## src/rtl/assert_macros.svh

```systemverilog
// ----------------------------------------------------------------------------
// Assertion macros
// Concurrent assertion wrappers shared by the RTL; empty under synthesis.
// ----------------------------------------------------------------------------
`ifndef ASSERT_MACROS_SVH
`define ASSERT_MACROS_SVH

`ifndef SYNTHESIS
// Checked on every clock edge while reset is released.
`define ASSERT_SYNC(lbl, clk, rst_n, prop, msg) \
    lbl: assert property (@(posedge clk) disable iff (!rst_n) prop) else $error(msg);
// Checked on every clock edge, reset or not.
`define ASSERT_ALWAYS(lbl, clk, prop, msg) \
    lbl: assert property (@(posedge clk) prop) else $error(msg);
`else
`define ASSERT_SYNC(lbl, clk, rst_n, prop, msg)
`define ASSERT_ALWAYS(lbl, clk, prop, msg)
`endif

`endif

```

## src/rtl/hrt_pkg.sv

```systemverilog
// ----------------------------------------------------------------------------
// Heap range tracker package
// Shared types and constants for the heap range tracker.
// ----------------------------------------------------------------------------
package hrt_pkg;

    localparam int TABLE_ENTRIES_DEF = 64;

    typedef enum logic [1:0] {
        OP_ALLOC = 2'd0,
        OP_FREE  = 2'd1,
        OP_READ  = 2'd2,
        OP_WRITE = 2'd3
    } t_op;

    typedef struct packed {
        t_op         op;
        logic [63:0] address;
        logic [63:0] alloc_size;
        logic [63:0] loaded_value;
        logic [63:0] instr_ptr;
    } t_in;

    typedef struct packed {
        logic        reported;
        logic [63:0] access_base;
        logic [63:0] access_offset;
        logic [63:0] pointee_base;
        logic [63:0] pointee_offset;
        logic [63:0] record_ip;
        logic        table_full;
    } t_out;

    // One table entry as stored in memory.
    typedef struct packed {
        logic        valid;
        logic [63:0] base;
        logic [63:0] size;
    } t_entry;

endpackage

```

## src/rtl/hrt_match.sv

```systemverilog
// ----------------------------------------------------------------------------
// Range match stage
// Tests one key against one entry and registers hit, base and offset.
// ----------------------------------------------------------------------------
module hrt_match (
    input  logic            i_clk,
    input  logic [63:0]     i_key,
    input  hrt_pkg::t_entry i_ent,
    output logic            o_hit,
    output logic [63:0]     o_base,
    output logic [63:0]     o_off
);

    logic [64:0] w_diff;
    logic        r_hit;
    logic [63:0] r_base;
    logic [63:0] r_off;

    // A borrow out of the 65-bit difference means the key lies below the base.
    assign w_diff = {1'b0, i_key} - {1'b0, i_ent.base};

    always_ff @(posedge i_clk) begin
        r_hit  <= i_ent.valid && !w_diff[64] && (w_diff[63:0] <= i_ent.size);
        r_base <= i_ent.base;
        r_off  <= w_diff[63:0];
    end

    assign o_hit  = r_hit;
    assign o_base = r_base;
    assign o_off  = r_off;

endmodule

```

## config.mk

```make
export PLATFORM = sky130hd
export DESIGN_NAME = hrt_match
export DESIGN_NICKNAME = d
export VERILOG_FILES = /design/src/rtl/assert_macros.svh /design/src/rtl/hrt_pkg.sv /design/src/rtl/hrt_match.sv
export SDC_FILE = /design/constraint.sdc
export NUM_CORES = 1
export LEC_CHECK = 0
export BUFFER_PORTS_ARGS = -buffer_cell sky130_fd_sc_hd__buf_2
export CAP_MARGIN = 20
export CORE_MARGIN = 3
export CORE_UTILIZATION = 45
export DETAILED_ROUTE_END_ITERATION = 10
export MAX_ROUTING_LAYER = met4
export PLACE_DENSITY = 0.8
export SETUP_SLACK_MARGIN = 0.1
export SLEW_MARGIN = 20
export SYNTH_ARGS = -nofsm -noshare
export SYNTH_HDL_FRONTEND = slang
export SYNTH_SLANG_ARGS = --single-unit
export TNS_END_PERCENT = 20
```

## constraint.sdc

```tcl
create_clock -name i_clk -period 4.43 [get_ports i_clk]
set_clock_uncertainty 0.2 [all_clocks]
set_input_delay 0.6645 -clock i_clk [delete_from_list [all_inputs] [get_ports i_clk]]
set_output_delay 0.6645 -clock i_clk [all_outputs]
set_load 0.03 [all_outputs]
```

After elaboration in Yosys (flattened, before gate mapping) --
Index checks and enable logic that the tools add are counted.
Word-level totals: register bits after elaboration 129, bits of input ports 194, output and inout bits 129, logic and storage cells 8
Operators by class: $add $sub $neg 1, magnitude comparators 1, reduce and logical (&&, ||, !) cells 3
Operator list (count):
- subtractor 64 x 64 -> 65 bit | 1
- <= comparator 64 bit | 1
- logical AND 1 bit | 2
- zero test 1 bit | 1

Depth between registers and ports, before layout --
word-level depth 4, mapped depth 22, mapped depth without buffers 22

Worst setup path before layout --
OpenSTA, ideal clock, no wires.
kind input to register, start point input port i_ent[91] (netlist bit), end point register r_hit, in the netlist o_hit, library setup time 79 ps, data arrival time 4278 ps, required time 4151 ps, slack -127 ps, stages 17, path buffers 0, cell sequence inv_1 > ha_1 > a21o_1 > a31o_1 > a221oi_2 > o21ai_2 > o31ai_4 > o221ai_2 > a41o_4 > a31oi_4 > xnor2_1 > ha_1 > nand4_1 > nor4_1 > nand4_1 > or4_1 > a22oi_1
On the way: elaborated cells on any way between the ends 5, classes of those cells add/sub (1); order compare (1); reduce/logical (3)
RTL lines:
- start, declared | RTL line hrt_match.sv:8 | input hrt_pkg::t_entry i_ent,
- subtractor 64 x 64 -> 65 bit | RTL line hrt_match.sv:20 | assign w_diff = {1'b0, i_key} - {1'b0, i_ent.base};
- via w_diff[62] | RTL line hrt_match.sv:14 | logic [64:0] w_diff;
- <= comparator 64 bit | RTL line hrt_match.sv:23 | r_hit <= i_ent.valid && !w_diff[64] && (w_diff[63:0] <= i_ent.size);
- logical AND 1 bit | RTL line hrt_match.sv:23
- end signal, assigned | RTL line hrt_match.sv:23
- end, declared | RTL line hrt_match.sv:15 | logic r_hit;
The timed path passes the listed nets, and every way through them passes these cells.

Worst setup path in the final report --
start point input port i_ent[89] (netlist bit), end point register r_hit, in the netlist o_hit
Same word-level chain as after synthesis.

==> results.sh <==
export IMPL_portBuffers=322
export IMPL_critPathLaunchType="primary input"
export IMPL_synthArstFlopShare=0
export IMPL_synth_cells=972
export IMPL_crit_type="in2reg"
export IMPL_synth_area_leaders="dfxtp_1 31%, ha_1 19%, inv_1 6.8%"
export IMPL_synthFlopType="dfxtp_1"
export IMPL_dr_pass1_iters=5
export IMPL_syn_nets=1295
export IMPL_io_pins=323
export IMPL_status="finished with violations"
export IMPL_period_share=1.01
export IMPL_worst_slack_ns=-0.0539
export IMPL_clkSinkCount=129
export IMPL_clk_path_buf_depth=2
export IMPL_synth_top_cell_area_share=0.313
export IMPL_p_leak_nw=6.71
export IMPL_holdPathEnd="o_base[6]$_DFF_P_"
export IMPL_fmaxAchievable_mhz=223
export IMPL_core_area_um2=17600
export IMPL_nets=1813
export IMPL_drtAntennaViolNets=0
export IMPL_wl_mm=29.3
export IMPL_fin_setup_tns_ns=-0.0539
export IMPL_synth_cell_types=64
export IMPL_antenna_found_initial=6
export IMPL_synth_seq_cells=129
export IMPL_initial_utilization=0.468
export IMPL_ctsHtreeMaxLevel=4
export IMPL_synth_edf_count=0
export IMPL_hold_buffers=0
export IMPL_syn_area_per_cell_um2=8.48
export IMPL_hp_start="i_ent[70]"
export IMPL_final_setup_viol_count=1
export IMPL_end_kind="flop"
export IMPL_hp_class="in2reg"
export IMPL_cp_max_fo=4
export IMPL_vias=9181
export IMPL_synth_top_cells_by_count="150 x inv_1, 129 x dfxtp_1, 128 x ha_1, 99 x a21oi_1, 67 x nand2_1"
export IMPL_syn_to_final_growth_pct=52.6
export IMPL_final_area_um2=12600
export IMPL_crit_required_ns=4.58
export IMPL_layout_min_cycle_time_ns=4.48
export IMPL_ys_seq_area_frac=0.313
export IMPL_yosysWarnings=0
export IMPL_slew_viol_final=0
export IMPL_numCtsBuffers=17
export IMPL_wl_per_cell_um=16.9
export IMPL_cts_tree="built"
export IMPL_drtIter0Drc=569
export IMPL_clkTransAtPathRegs_ns=0.06
export IMPL_tightest_slew_ns=0.435
export IMPL_holdPathStages=1
export IMPL_ir_worst_vdd_mv=0.286
export IMPL_rsz0062_at_grt="true"
export IMPL_die_h_um=141
export IMPL_viasPerCell=5.29
export IMPL_grt_usage=0.290
export IMPL_rows=48
export IMPL_dieArea_um2=20000
export IMPL_max_cap_violations=0
export IMPL_placed_area_um2=11500
export IMPL_dp_hpwl_mm=23.9
export IMPL_cp_data_arrival_time_ns=4.64
export IMPL_drive_gt1_frac=0.415
export IMPL_grt_max_degree=17
export IMPL_hold_viol=0
export IMPL_slew_headroom=0.707
export IMPL_power_density_nw_per_um2=387
export IMPL_grt_ovfl_total=0
export IMPL_crit_start="i_ent[89]"
export IMPL_violations="negative setup slack"
export IMPL_fillers=1372
export IMPL_gp_congestion=0.929
export IMPL_drc=0
export IMPL_grt_pass1_wl_mm=45.1
export IMPL_root_buffer="clkbuf_16"
export IMPL_die_x_um=141
export IMPL_post_synth_top_count_cell="inv_1"
export IMPL_total_power_mw=4.87
export IMPL_syn_area_um2=8240
export IMPL_synth_top_cell_by_area="dfxtp_1"
export IMPL_grt_pass1_vias=9268
## cell families (layout without fill, tap and decap cells)
group           after synthesis  in the layout  share of synthesized area
buf+inv                     171            702                     0.0794
xor+xnor                     59             59                     0.0627
other cells                   0              6                          0
compound gates              285            285                      0.228
fa+ha+maj                   129            129                      0.197
flops                       129            129                      0.313
simple gates                199            199                      0.119
## per-layer routing
metal | global-route usage | wire [µm] | up-vias
met1 | 0.348 | 12000 | 4233
met2 | 0.471 | 13900 | 412
met4 | 0.148 | 1330 | 0
li1 | - | - | 4441
met5 | - | 0 | -
met3 | 0.0462 | 2060 | 95
## critical path, stage by stage
cell	delay (ns)
buf_2	0.11
inv_1	0.08
ha_4	0.21
a21oi_1	0.25
o21ai_0	0.23
a22oi_1	0.29
o21ai_2	0.13
o31ai_4	0.32
o221ai_2	0.19
a41o_4	0.32
buf_4	0.15
a31oi_4	0.15
xnor2_1	0.11
ha_1	0.30
nand4_1	0.17
nor4_2	0.21
nand4_1	0.16
or4_1	0.42
a22oi_1	0.17
## flip-flops by register name (all words and copies together), names as in the netlist
register	cells
o_off	64
o_base	64
o_hit	1
## area by class of cell
cell class / instances / area (µm²) / share of cell area
repair buffers: 520 / 3100 / 0.247
diodes: 6 / 15.0 / 0.00119
well taps: 225 / 282 / 0.0224
inverters: 150 / 563 / 0.0448
multi-input cells: 672 / 5410 / 0.430
flip-flops and latches: 129 / 2580 / 0.205
clock inverters: 13 / 185 / 0.0147
clock buffers: 19 / 433 / 0.0344
## repair_timing
item                                    4_1_cts  5_1_grt
setup buffers                                15        3
endpoints found under the setup margin        1        1
resized for setup                            34       22
pin swaps                                    38       18
## power breakdown
group          switching (mW)  leakage (nW)  internal [mW]
Combinational            1.17          5.32          0.819
Sequential             0.0450          1.09           1.33
Clock                   0.558         0.298          0.943
## cell usage in the layout (no fill, tap or decap), types with 4 or more instances in the layout
cell,instances
nor2b_1,7
bufinv_16,4
o31a_1,5
nor2_1,46
clkbuf_16,17
nand4_1,38
ha_4,12
a21o_1,47
a21oi_1,88
nand3_2,4
ha_1,115
a21oi_2,11
diode_2,6
o21ai_1,7
xnor2_1,34
inv_1,149
a31oi_1,5
buf_4,197
o21a_1,6
buf_2,322
a211oi_1,5
o21bai_1,13
o211ai_1,9
nand2b_1,4
xor2_1,24
dfxtp_1,129
nand2_1,65
nand3_1,8
o21ai_0,44
## per-stage QoR
stage | std cells | hold WS (ns) | utilization | setup WS (ns)
detailed placement | 1678 | 0.582 | 0.652 | -0.538
finish | 1734 | 0.145 | 0.714 | -0.0539
floorplan | 972 | 0.492 | - | 0.102
global route | 1734 | 0.134 | 0.714 | -0.221
CTS | 1725 | 0.136 | 0.704 | 0.0624
global placement | 1678 | 0.581 | 0.652 | -0.460
## worst max-delay path by stage
stage / slack [ns] / end
2_1_floorplan: 0.10 / o_hit$_DFF_P_
3_3_place_gp: -0.46 / o_hit$_DFF_P_
3_5_place_dp: -0.54 / o_hit$_DFF_P_
4_1_cts: 0.06 / o_hit$_DFF_P_
5_1_grt: -0.22 / o_hit$_DFF_P_
6_report: -0.05 / o_hit$_DFF_P_
Note: power is estimated with default switching activity, not from simulation.
